[src/hw/rtl/natv_pkg.sv]
`timescale 1ns / 1ps
// ----------------------------------------------------------------------------
// natv_pkg: shared types and constants of the address text validator
// Character classes, checker modes, result and error codes, checker state.
// ----------------------------------------------------------------------------
package natv_pkg;

    // result kinds
    localparam logic [2:0] KIND_UNKNOWN = 3'd0;
    localparam logic [2:0] KIND_IPV4    = 3'd1;
    localparam logic [2:0] KIND_IPV6    = 3'd2;
    localparam logic [2:0] KIND_MAC     = 3'd3;
    localparam logic [2:0] KIND_INVALID = 3'd4;

    // error codes
    localparam logic [3:0] ERR_NONE      = 4'd0;
    localparam logic [3:0] ERR_NON_DIGIT = 4'd1;
    localparam logic [3:0] ERR_LEAD_ZERO = 4'd2;
    localparam logic [3:0] ERR_OVER_255  = 4'd3;
    localparam logic [3:0] ERR_GRP_COUNT = 4'd4;
    localparam logic [3:0] ERR_EMPTY     = 4'd5;
    localparam logic [3:0] ERR_TOO_LONG  = 4'd6;
    localparam logic [3:0] ERR_NON_HEX   = 4'd7;
    localparam logic [3:0] ERR_MAC_LEN   = 4'd8;

    // checker modes
    typedef logic [1:0] chk_mode_t;
    localparam chk_mode_t CHK_DOT        = 2'd0;
    localparam chk_mode_t CHK_HEX        = 2'd1;
    localparam chk_mode_t CHK_COLON_PAIR = 2'd2;
    localparam chk_mode_t CHK_DASH_PAIR  = 2'd3;

    // group counts required by each format
    localparam logic [3:0] NEED_DOT  = 4'd4;
    localparam logic [3:0] NEED_HEX  = 4'd8;
    localparam logic [3:0] NEED_PAIR = 4'd6;

    localparam logic [2:0] HEX_MAX_LEN  = 3'd4;
    localparam logic [2:0] PAIR_LEN     = 3'd2;
    localparam logic [2:0] LEN_SAT      = 3'd7;
    localparam logic [3:0] SEPS_SAT     = 4'd15;
    localparam logic [8:0] VAL_SAT      = 9'd256;
    localparam logic [8:0] OCTET_MAX    = 9'd255;

    // characters
    localparam logic [7:0] CH_DOT   = 8'h2E;
    localparam logic [7:0] CH_COLON = 8'h3A;
    localparam logic [7:0] CH_DASH  = 8'h2D;
    localparam logic [7:0] CH_ZERO  = 8'h30;
    localparam logic [7:0] CH_NINE  = 8'h39;
    localparam logic [7:0] CH_LO_A  = 8'h61;
    localparam logic [7:0] CH_LO_F  = 8'h66;
    localparam logic [7:0] CH_UP_A  = 8'h41;
    localparam logic [7:0] CH_UP_F  = 8'h46;

    // queue between front and back
    localparam int QUEUE_DEPTH = 4;
    localparam int QUEUE_AW    = $clog2(QUEUE_DEPTH);

    // one classified character beat
    typedef struct packed {
        logic       is_last;
        logic       is_dot;
        logic       is_colon;
        logic       is_dash;
        logic       is_dec;
        logic       is_hex;
        logic       is_zero;
        logic [3:0] digit;
    } char_class_t;

    typedef struct packed {
        logic [3:0] seps;
        logic [2:0] len;
        logic [8:0] val;
        logic       bad;
        logic       lead0;
        logic [3:0] err;
        logic [3:0] grp;
    } chk_state_t;

    typedef struct packed {
        logic [3:0] err;
        logic [3:0] grp;
    } chk_result_t;

    function automatic logic [3:0] group_index(logic [3:0] seps);
        return (seps >= 4'd14) ? 4'd15 : seps + 4'd1;
    endfunction

    function automatic chk_state_t close_group(chk_state_t s, chk_mode_t mode);
        chk_state_t r;
        logic [3:0] e;
        r = s;
        e = ERR_NONE;
        if (s.err == ERR_NONE)
        begin
            priority if (s.len == 3'd0)
                e = ERR_EMPTY;
            else if (mode == CHK_DOT)
            begin
                priority if (s.bad)
                    e = ERR_NON_DIGIT;
                else if (s.len > 3'd1 && s.lead0)
                    e = ERR_LEAD_ZERO;
                else if (s.val > OCTET_MAX)
                    e = ERR_OVER_255;
                else
                    e = ERR_NONE;
            end
            else if (mode == CHK_HEX)
            begin
                priority if (s.len > HEX_MAX_LEN)
                    e = ERR_TOO_LONG;
                else if (s.bad)
                    e = ERR_NON_HEX;
                else
                    e = ERR_NONE;
            end
            else
            begin
                priority if (s.len != PAIR_LEN)
                    e = ERR_MAC_LEN;
                else if (s.bad)
                    e = ERR_NON_HEX;
                else
                    e = ERR_NONE;
            end
            if (e != ERR_NONE)
            begin
                r.err = e;
                r.grp = group_index(s.seps);
            end
        end
        return r;
    endfunction

endpackage

[src/hw/rtl/natv_front.sv]
`timescale 1ns / 1ps
// ----------------------------------------------------------------------------
// natv_front: input stage of the address text validator
// Accepts character beats and classifies each one into the queue.
// ----------------------------------------------------------------------------
module natv_front
    import natv_pkg::*;
(
    input  logic        addr_valid,
    output logic        addr_stall,
    input  logic [7:0]  addr_char,
    input  logic        is_last,
    input  logic        queue_full,
    output logic        push,
    output char_class_t push_data
);

    logic is_dec;
    logic is_alpha_hex;

    assign addr_stall = queue_full;
    assign push       = addr_valid && !queue_full;

    assign is_dec       = (addr_char >= CH_ZERO) && (addr_char <= CH_NINE);
    assign is_alpha_hex = ((addr_char >= CH_LO_A) && (addr_char <= CH_LO_F)) ||
                          ((addr_char >= CH_UP_A) && (addr_char <= CH_UP_F));

    always_comb
    begin
        push_data.is_last  = is_last;
        push_data.is_dot   = (addr_char == CH_DOT);
        push_data.is_colon = (addr_char == CH_COLON);
        push_data.is_dash  = (addr_char == CH_DASH);
        push_data.is_dec   = is_dec;
        push_data.is_hex   = is_dec || is_alpha_hex;
        push_data.is_zero  = (addr_char == CH_ZERO);
        push_data.digit    = addr_char[3:0];
    end

endmodule

[src/hw/rtl/natv_queue.sv]
`timescale 1ns / 1ps
// ----------------------------------------------------------------------------
// natv_queue: short queue of classified beats
// Decouples the front stall from the back stall.
// ----------------------------------------------------------------------------
module natv_queue
    import natv_pkg::*;
(
    input  logic        clk,
    input  logic        rst_n,
    input  logic        push,
    input  char_class_t push_data,
    input  logic        pop,
    output char_class_t pop_data,
    output logic        not_empty,
    output logic        full
);

    char_class_t           mem_reg [QUEUE_DEPTH];
    logic [QUEUE_AW-1:0]   wr_ptr_reg, wr_ptr_next;
    logic [QUEUE_AW-1:0]   rd_ptr_reg, rd_ptr_next;
    logic [QUEUE_AW:0]     count_reg, count_next;

    assign pop_data  = mem_reg[rd_ptr_reg];
    assign not_empty = (count_reg != '0);
    assign full      = (count_reg == (QUEUE_AW+1)'(QUEUE_DEPTH));

    always_comb
    begin
        wr_ptr_next = wr_ptr_reg;
        rd_ptr_next = rd_ptr_reg;
        count_next  = count_reg;
        if (push)
            wr_ptr_next = wr_ptr_reg + QUEUE_AW'(1);
        if (pop)
            rd_ptr_next = rd_ptr_reg + QUEUE_AW'(1);
        unique case ({push, pop})
            2'b10:   count_next = count_reg + (QUEUE_AW+1)'(1);
            2'b01:   count_next = count_reg - (QUEUE_AW+1)'(1);
            default: count_next = count_reg;
        endcase
    end

    always_ff @(posedge clk or negedge rst_n)
    begin
        if (!rst_n)
        begin
            wr_ptr_reg <= '0;
            rd_ptr_reg <= '0;
            count_reg  <= '0;
        end
        else
        begin
            wr_ptr_reg <= wr_ptr_next;
            rd_ptr_reg <= rd_ptr_next;
            count_reg  <= count_next;
        end
    end

    always_ff @(posedge clk)
    begin
        if (push)
            mem_reg[wr_ptr_reg] <= push_data;
    end

endmodule

[src/hw/rtl/natv_checker.sv]
`timescale 1ns / 1ps
// ----------------------------------------------------------------------------
// natv_checker: one group-format checker
// Tracks group count, length, value and first error for one format.
// ----------------------------------------------------------------------------
module natv_checker
    import natv_pkg::*;
(
    input  logic        clk,
    input  logic        rst_n,
    input  chk_mode_t   mode,
    input  logic        beat,
    input  char_class_t cls,
    output chk_result_t result
);

    chk_state_t state_reg, state_next;
    chk_state_t fed;
    chk_state_t fin;
    logic       is_delim;
    logic [3:0] need;
    logic [11:0] prod;

    always_comb
    begin
        unique case (mode)
            CHK_DOT:
            begin
                is_delim = cls.is_dot;
                need     = NEED_DOT;
            end
            CHK_HEX:
            begin
                is_delim = cls.is_colon;
                need     = NEED_HEX;
            end
            CHK_COLON_PAIR:
            begin
                is_delim = cls.is_colon;
                need     = NEED_PAIR;
            end
            default:
            begin
                is_delim = cls.is_dash;
                need     = NEED_PAIR;
            end
        endcase
    end

    // value times ten plus the new digit
    assign prod = {state_reg.val, 3'b000} + {2'b00, state_reg.val, 1'b0} +
                  {8'd0, cls.digit};

    always_comb
    begin
        fed = state_reg;
        if (is_delim)
        begin
            fed = close_group(state_reg, mode);
            if (state_reg.seps != SEPS_SAT)
                fed.seps = state_reg.seps + 4'd1;
            fed.len   = '0;
            fed.val   = '0;
            fed.bad   = 1'b0;
            fed.lead0 = 1'b0;
        end
        else
        begin
            if (state_reg.len == 3'd0 && cls.is_zero)
                fed.lead0 = 1'b1;
            if (state_reg.len != LEN_SAT)
                fed.len = state_reg.len + 3'd1;
            if (mode == CHK_DOT)
            begin
                if (!cls.is_dec)
                    fed.bad = 1'b1;
                else
                    fed.val = (prod > 12'(VAL_SAT)) ? VAL_SAT : prod[8:0];
            end
            else if (!cls.is_hex)
                fed.bad = 1'b1;
        end
    end

    // close the final group, then check the group count
    always_comb
    begin
        fin = close_group(fed, mode);
        if (fin.err == ERR_NONE && group_index(fin.seps) != need)
        begin
            fin.err = ERR_GRP_COUNT;
            fin.grp = '0;
        end
        result.err = fin.err;
        result.grp = fin.grp;
    end

    always_comb
    begin
        state_next = state_reg;
        if (beat)
            state_next = cls.is_last ? '0 : fed;
    end

    always_ff @(posedge clk or negedge rst_n)
    begin
        if (!rst_n)
            state_reg <= '0;
        else
            state_reg <= state_next;
    end

endmodule

[src/hw/rtl/natv_back.sv]
`timescale 1ns / 1ps
// ----------------------------------------------------------------------------
// natv_back: checking stage of the address text validator
// Runs the four checkers, picks the verdict and holds it for the receiver.
// ----------------------------------------------------------------------------
module natv_back
    import natv_pkg::*;
(
    input  logic        clk,
    input  logic        rst_n,
    input  logic        q_not_empty,
    input  char_class_t q_data,
    output logic        q_pop,
    output logic        result_valid,
    input  logic        result_stall,
    output logic [2:0]  addr_kind,
    output logic [3:0]  error_code,
    output logic [3:0]  error_group
);

    logic [2:0]  seen_reg, seen_next;
    logic        valid_reg, valid_next;
    logic [2:0]  kind_reg, kind_next;
    logic [3:0]  code_reg, code_next;
    logic [3:0]  grp_reg, grp_next;
    logic        out_free;
    logic [2:0]  seen_now;
    chk_result_t dot_res, hex_res, colon_res, dash_res;
    chk_result_t pick;
    logic        have_pick;
    logic [2:0]  good;

    assign out_free = !valid_reg || !result_stall;
    // hold a last beat until the result register can take it
    assign q_pop    = q_not_empty && (!q_data.is_last || out_free);

    natv_checker u_dot (
        .clk(clk), .rst_n(rst_n), .mode(CHK_DOT),
        .beat(q_pop), .cls(q_data), .result(dot_res)
    );
    natv_checker u_hex (
        .clk(clk), .rst_n(rst_n), .mode(CHK_HEX),
        .beat(q_pop), .cls(q_data), .result(hex_res)
    );
    natv_checker u_colon (
        .clk(clk), .rst_n(rst_n), .mode(CHK_COLON_PAIR),
        .beat(q_pop), .cls(q_data), .result(colon_res)
    );
    natv_checker u_dash (
        .clk(clk), .rst_n(rst_n), .mode(CHK_DASH_PAIR),
        .beat(q_pop), .cls(q_data), .result(dash_res)
    );

    assign seen_now = seen_reg | {q_data.is_dash, q_data.is_colon, q_data.is_dot};

    always_comb
    begin
        have_pick = 1'b1;
        pick      = dot_res;
        good      = KIND_IPV4;
        priority if (seen_now[0])
        begin
            pick = dot_res;
            good = KIND_IPV4;
        end
        else if (seen_now[1])
        begin
            if (hex_res.err == ERR_NONE)
            begin
                pick = hex_res;
                good = KIND_IPV6;
            end
            else
            begin
                pick = seen_now[2] ? dash_res : colon_res;
                good = KIND_MAC;
            end
        end
        else if (seen_now[2])
        begin
            pick = dash_res;
            good = KIND_MAC;
        end
        else
            have_pick = 1'b0;
    end

    always_comb
    begin
        seen_next  = seen_reg;
        valid_next = valid_reg;
        kind_next  = kind_reg;
        code_next  = code_reg;
        grp_next   = grp_reg;
        if (!result_stall)
            valid_next = 1'b0;
        if (q_pop)
        begin
            seen_next = q_data.is_last ? 3'd0 : seen_now;
            if (q_data.is_last)
            begin
                valid_next = 1'b1;
                kind_next  = KIND_UNKNOWN;
                code_next  = ERR_NONE;
                grp_next   = '0;
                if (have_pick)
                begin
                    if (pick.err == ERR_NONE)
                        kind_next = good;
                    else
                    begin
                        kind_next = KIND_INVALID;
                        code_next = pick.err;
                        grp_next  = pick.grp;
                    end
                end
            end
        end
    end

    always_ff @(posedge clk or negedge rst_n)
    begin
        if (!rst_n)
        begin
            seen_reg  <= '0;
            valid_reg <= 1'b0;
        end
        else
        begin
            seen_reg  <= seen_next;
            valid_reg <= valid_next;
        end
    end

    always_ff @(posedge clk)
    begin
        kind_reg <= kind_next;
        code_reg <= code_next;
        grp_reg  <= grp_next;
    end

    assign result_valid = valid_reg;
    assign addr_kind    = kind_reg;
    assign error_code   = code_reg;
    assign error_group  = grp_reg;

endmodule

[src/hw/rtl/network_address_text_validator.sv]
`timescale 1ns / 1ps
// ----------------------------------------------------------------------------
// network_address_text_validator: classifies an address string
// Sorts a character stream into IPv4, IPv6, MAC, unknown or invalid.
// ----------------------------------------------------------------------------
// Usage:
//   Input channel: one character per beat on addr_char, with is_last high on
//   the final character. A beat is taken when addr_valid is high and
//   addr_stall is low. Strings follow each other with no gap.
//   Output channel: one result beat per string (addr_kind, error_code,
//   error_group), taken when result_valid is high and result_stall is low.
//   Throughput: one character per cycle while addr_stall is low, set by the
//   four group checkers that update once per beat.
//   The last character is written into the queue when taken; once it is at
//   the queue head and the result register is free, the back pops it and
//   loads the result register.
//   When the receiver stalls, the result holds; the back keeps consuming
//   characters of the next string until its last character reaches the
//   queue head, then the four-entry queue fills and addr_stall rises.
//   Reset clears the queue, all checker state and result_valid; the block
//   is ready for a new string right after reset.
// ----------------------------------------------------------------------------
module network_address_text_validator
    import natv_pkg::*;
(
    input  logic       clk,
    input  logic       rst_n,
    input  logic       addr_valid,
    output logic       addr_stall,
    input  logic [7:0] addr_char,
    input  logic       is_last,
    output logic       result_valid,
    input  logic       result_stall,
    output logic [2:0] addr_kind,
    output logic [3:0] error_code,
    output logic [3:0] error_group
);

    logic        push;
    char_class_t push_data;
    logic        pop;
    char_class_t pop_data;
    logic        q_not_empty;
    logic        q_full;

    natv_front u_front (
        .addr_valid (addr_valid),
        .addr_stall (addr_stall),
        .addr_char  (addr_char),
        .is_last    (is_last),
        .queue_full (q_full),
        .push       (push),
        .push_data  (push_data)
    );

    natv_queue u_queue (
        .clk       (clk),
        .rst_n     (rst_n),
        .push      (push),
        .push_data (push_data),
        .pop       (pop),
        .pop_data  (pop_data),
        .not_empty (q_not_empty),
        .full      (q_full)
    );

    natv_back u_back (
        .clk          (clk),
        .rst_n        (rst_n),
        .q_not_empty  (q_not_empty),
        .q_data       (pop_data),
        .q_pop        (pop),
        .result_valid (result_valid),
        .result_stall (result_stall),
        .addr_kind    (addr_kind),
        .error_code   (error_code),
        .error_group  (error_group)
    );

endmodule

[config.mk]
export PLATFORM = sky130hd
export DESIGN_NAME = network_address_text_validator
export DESIGN_NICKNAME = d
export VERILOG_FILES = /design/src/hw/rtl/natv_pkg.sv /design/src/hw/rtl/natv_front.sv /design/src/hw/rtl/natv_queue.sv /design/src/hw/rtl/natv_checker.sv /design/src/hw/rtl/natv_back.sv /design/src/hw/rtl/network_address_text_validator.sv
export SDC_FILE = /design/constraint.sdc
export NUM_CORES = 1
export LEC_CHECK = 0
export ABC_AREA = 1
export BUFFER_PORTS_ARGS = -buffer_cell sky130_fd_sc_hd__buf_2
export CORE_AREA = 2 2 236 214
export CTS_BUF_LIST = sky130_fd_sc_hd__clkbuf_8
export CTS_CLUSTER_DIAMETER = 200
export DETAILED_ROUTE_END_ITERATION = 16
export DIE_AREA = 0 0 238 216
export GPL_ROUTABILITY_DRIVEN = 0
export GPL_TIMING_DRIVEN = 1
export PLACE_DENSITY = 0.54
export SYNTH_ARGS = -nofsm -noshare
export SYNTH_HDL_FRONTEND = slang
export SYNTH_HIERARCHICAL = 1
export SYNTH_SLANG_ARGS = --single-unit
[constraint.sdc]
create_clock -name clk -period 5.1 [get_ports clk]
set_input_delay 1.02 -clock clk [delete_from_list [all_inputs] [get_ports clk]]
set_output_delay 1.02 -clock clk [all_outputs]
set_load 0.02 [all_outputs]
# Word level (Yosys, flattened, before mapping)
# Memories as Yosys holds them, arrays and structs flattened.
# Cells that the tools add are included.
[totals] output_inout_bits=13 input_bits=13 mem_count=1 wordCells=277 mem_bits_rw=44 register_bits=96
[mem_list] memory="u_queue.mem_reg" words=4 word_bits=11 rd=1 rd_ports_with_merged_regs=0 wr=1 line="natv_queue.sv:19" source="char_class_t mem_reg [QUEUE_DEPTH];"
[op_classes] reduce_logical=59 muxes=120 n_bitwise=3 order_cmp=21 eq_ne=23 n_addsub=18
[op_table] cell="$mux 8" count=29
[op_table] cell="$mux 4" count=36
[op_table] cell="$mux 26" count=4
[op_table] cell="$mux 3" count=20
[op_table] cell="$logic_not 4->1" count=14
[op_table] cell="$mux 14" count=4
[op_table] cell="$add 4x1->4 const B" count=8
[op_table] cell="$eq 8x6->1 const B" count=4
[op_table] cell="$ge 4x4->1 const B" count=8
[op_table] cell="$reduce_bool 4->1" count=8
[op_table] cell="$logic_not 3->1" count=8
[op_table] cell="$ne 4x4->1 const B" count=5
[op_table] cell="$gt 9x8->1 const B" count=2
[op_table] cell="$mux 9" count=2
[op_table] cell="$mux 1" count=17
[op_table] cell="$ge 8x7->1 const B" count=2
[op_table] cell="$le 8x7->1 const B" count=2
[op_table] cell="$add 3x1->3 const B" count=5
[op_table] cell="$logic_and 1x1->1" count=15
[op_table] cell="$mux 2" count=7
[op_table] cell="$add 12x10->12" count=1
[op_table] cell="$add 12x4->12" count=1
[op_table] cell="$gt 12x9->1 const B" count=1
[op_table] cell="$ne 3x2->1 const B" count=4
[op_table] cell="other kinds (21)" count=37

# Longest topological paths before layout
[logic_depth] ltp_word=25 ltp_mapped=35

# Cells and area by module
# Netlist, hierarchy kept.
[by_module_without_submodules] module="natv_checker (u_back.u_colon ...)" cells_per_inst=430 area_per_inst_um2=2792.7 instances=3 seq_area_each_um2=650.6
[by_module_without_submodules] module="natv_checker (u_back.u_dot)" cells_per_inst=421 area_per_inst_um2=2795.2 instances=1 seq_area_each_um2=650.6
[by_module_without_submodules] module="natv_queue" cells_per_inst=198 area_per_inst_um2=2232.1 instances=1 seq_area_each_um2=1496.4
[by_module_without_submodules] module="natv_back" cells_per_inst=127 area_per_inst_um2=962.2 instances=1 seq_area_each_um2=430.4
[by_module_without_submodules] module="natv_front" cells_per_inst=38 area_per_inst_um2=190.2 instances=1 seq_area_each_um2=0.0

# Worst setup path before layout
# OpenSTA, ideal clock, no wires.
[synth_path] path_kind="flip-flop to flip-flop" from="reg u_queue.rd_ptr_reg[0]" to="reg u_back.kind_reg[1] (netlist: u_back/addr_kind[1]) (data pin)" n_path_buf=2 stages_incl_launch_ff=27 setup_slack_ns=1.221 required_time_ns=4.845 setup_time_ns=0.255 arrival_ns=3.624 path_cell_list="dfrtp_1 -> buf_6 -> buf_6 -> o211ai_1 -> nand2_1 -> fa_1 -> inv_1 -> fa_1 -> o21ai_1 -> nand2_1 -> nand2_1 -> xnor2_1 -> nand4_1 -> nand2_1 -> nand2_1 -> nand2_1 -> nand2_1 -> nand2_1 -> nand2_2 -> o21bai_1 -> inv_1 -> nand2_1 -> nand3_1 -> nand2_2 -> nor2_1 -> nand2_1 -> nor2_1"
[synth_lines] element="start: declaration" line="natv_queue.sv:21" source="logic [QUEUE_AW-1:0] rd_ptr_reg, rd_ptr_next;"
[synth_lines] element="start signal: assignment" line="natv_queue.sv:55" source="rd_ptr_reg <= rd_ptr_next;"
[synth_lines] element="end signal: assignment" line="natv_back.sv:137" source="kind_reg <= kind_next;"
[synth_lines] element="end: declaration" line="natv_back.sv:23" source="logic [2:0] kind_reg, kind_next;"

==> results.md <==
* Status: finished clean
* Worst Setup End Kind: register
* TritonCTS Buffers at 17
* Worst Skew at 0.0132 ns
* Yosys warning count at 6
* Synthesized-area fraction occupied by adder cells at 11.6%
* Routed via count at 12900
* Synth cell count leaders: 609 x nand2_1, 301 x inv_1, 203 x nand3_1
* Worst Path Arrival at 4.60 ns
* Die footprint at 51400 um2
* Startpoint class of the critical path: register
* Worst path max stage delay at 0.58 ns
* Antenna cell count at 0
* Core ar. at 48900 um2
* Max VDD drop at 0.331 mV
* Non-filler instance count after layout at 2761
* Max reg flops at 44
* Sink Count at 170
* Final setup fails at 0
* Count leader, synth: nand2_1
* Hold buffers post-CTS at 0
* # port buffers at 25
* CTS tree: built
* Drc violations at 0
* Layout area overhead at 8.72%
* Root Buffer Master: clkbuf_8
* Clk_lat worst skew at 0.51 ns
* Pwr/cell area at 613 nW/um2
* Post-CTS Setup Bufs at 0
* Final WL at 36.8 mm
* Largest family of logic cells by synthesized area: simple AND/OR/NAND/NOR gates
* Min Clock Period, post-route at 4.34 ns
* Worst-Margin Slew at 0.736 ns
* Worst Hold Class: input pin to asynchronous set/reset pin
* WHS at 0.378 ns
* Setup tns final at 0 ns
* Largest area contributor in the netlist: dfrtp_1
* Reg2Reg Capture Point: u_back/error_group[3]$_SDFFCE_PP0P_
* Number of enable flip-flop cells after synthesis at 55
* Worst r2r src: u_queue/rd_ptr_reg[0]$_DFFE_PN0P_
* Final Slew Violations at 0
* Number of antenna violations at the first check in global routing at 0
* Crit Path Max Fanout at 17
* Maximum clock frequency at 230 MHz
* Critical path class: register to register
* First-pass GRT wire length at 62.6 mm
* Share of cells above drive strength 1 at 9.21%
* Mux contribution to synthesized area at 0%
* Routed Antenna Nets at 0
* Reg2reg path depth at 29
* Area share of xor/xnor cells in the synthesized design at 1.78%
* P_leak at 8.13 nW
* CP required at 5.36 ns
* # resized after CTS at 0
* CP delay by family, top: simple AND/OR/NAND/NOR gates
* Final period util at 85.2%
* Remaining global-route overflow at 0
* Compound-gate portion of the synthesized area at 10.1%
* Ys flop type: dfrtp_1
* Seq cells post-synth at 170
* Via count of the first global-routing pass at 12600
* DR iter-0 viols at 956
* WL/cell at 13.3 um
* Max_cap viols at 0
* Slew headroom at 50.5%
* Mean Syn Cell Area at 7.02 um2
* # rows at 77
* Horiz. Die Dim at 238 um
* Vias per cell at 4.68
* All-Layer GR Usage at 14.9%
* Initial Util at 29.7%
* RSZ-0062 raised after global routing: no
* Simple-Gate Fraction of Synth Area at 35.1%
* DP Cell Count at 2729
* Count of different cell masters after synthesis at 54
* Top Ports at 26
* CTS clk-pin slew, worst paths at 0.10 ns
* Final hold violations at 0
* CTS max path bufs at 2
* Largest net degree at the start of global routing at 100
* Gate Count Post-Synth at 2074
* Worst reg-to-reg setup slack at 0.76 ns
* Cell area after synthesis at 14600 um2
* Initial DRT Pass Iterations at 8
* Post-synth ARST share at 67.6%
* H-tree Lvls at 4
* NumNets Final at 2259
* DIE HEIGHT at 216 um
* Synth area leaders: dfrtp_1 20%, nand2_1 16%, edfxtp_1 11%, ha_1 10%, inv_1 7.8%
* Share of the synthesized area in the top cell type at 19.8%
* CP max stage cell: dfrtp_1
* HPWL after detailed placement at 28.0 mm
* Sequential share of the synthesized area at 31.1%
* CP Buf/Inv Count at 2
-- worst reg2reg max path: cells and delay by family, from the launching register on --
kind	cells	cell delay, ns
XOR/XNOR	1	0.22
AO/OA/AOI/OAI	2	0.31
AND/OR/NAND/NOR	23	2.42
flip-flops	1	0.58
buffers and inverters	2	0.38
adder cells (fa/ha/maj)	1	0.19
-- per-stage QoR --
stage                     setup slack, ns  util [%]  area, um2  power, W
after floorplan                      1.22         -      14600   0.00699
after global placement              0.865      31.6      15400   0.00862
after detailed placement            0.769      31.6      15400   0.00869
after CTS                           0.730      32.3      15800   0.00972
after global routing                0.308      32.3      15800    0.0108
final                               0.755      32.3      15800   0.00970
-- cells by family (layout without fill, tap and decap cells) --
| group | count (synthesis) | in the layout |
|---|---|---|
| simple gates | 1132 | 1132 |
| buf+inv | 363 | 396 |
| compound gates | 250 | 250 |
| flops | 170 | 170 |
| fa+ha+maj | 130 | 130 |
| xor+xnor | 27 | 27 |
| other cells | 2 | 24 |
-- worst max-delay path by stage --
| stage | startpoint | endpoint | slack [ns] | cells after the start |
|---|---|---|---|---|
| after global placement | u_queue/rd_ptr_reg[0]$_DFFE_PN0P_ | u_back/error_code[0]$_SDFFCE_PP0P_ | 0.86 | 29 |
| after detailed placement | u_queue/rd_ptr_reg[0]$_DFFE_PN0P_ | u_back/error_code[0]$_SDFFCE_PP0P_ | 0.77 | 29 |
| after global routing | u_queue/rd_ptr_reg[0]$_DFFE_PN0P_ | u_back/error_group[3]$_SDFFCE_PP0P_ | 0.31 | 29 |
| after CTS | u_queue/rd_ptr_reg[0]$_DFFE_PN0P_ | u_back/error_group[3]$_SDFFCE_PP0P_ | 0.73 | 29 |
| after floorplan | u_queue/rd_ptr_reg[0]$_DFFE_PN0P_ | u_back/addr_kind[1]$_SDFFCE_PP0P_ | 1.22 | 26 |
| final | u_queue/rd_ptr_reg[0]$_DFFE_PN0P_ | u_back/error_group[3]$_SDFFCE_PP0P_ | 0.76 | 29 |
-- layout make-up --
| type | count | area, um2 |
|---|---|---|
| multi-input combinational | 1563 | 8620 |
| timing repair buffer | 45 | 290 |
| sequential | 170 | 4530 |
| fill | 5258 | 33100 |
| clock inverter | 14 | 136 |
| tap | 632 | 791 |
| inverter | 319 | 1210 |
| clock buffer | 18 | 248 |
-- report_power, final --
group          internal (W)  leakage (nW)  switching, W  total, W
sequential          0.00184          2.06      0.000255   0.00210
combinational       0.00208          5.87       0.00454   0.00662
clock              0.000411         0.198      0.000572  0.000984
total               0.00433          8.13       0.00537   0.00970
-- layer usage --
layer	share of wire (%)	track usage [%]	up-vias
met2	44	23.9	176
met5	0	0	-
li1	-	-	6734
met3	2.8	2.01	21
met4	1.0	3.17	0
met1	52	21.3	5987
-- cell usage in the layout, fill, tap and decap left out, drive strengths merged, types with 19 or more instances in the layout --
cell type,n
ha,121
nor2,206
o22ai,28
nand2,645
inv,325
conb,24
nand3,212
dfrtp,115
edfxtp,55
buf,45
nor3,20
a21oi,59
o21ai,120
nand3b,19
Note: power is estimated with default switching activity, not from simulation.
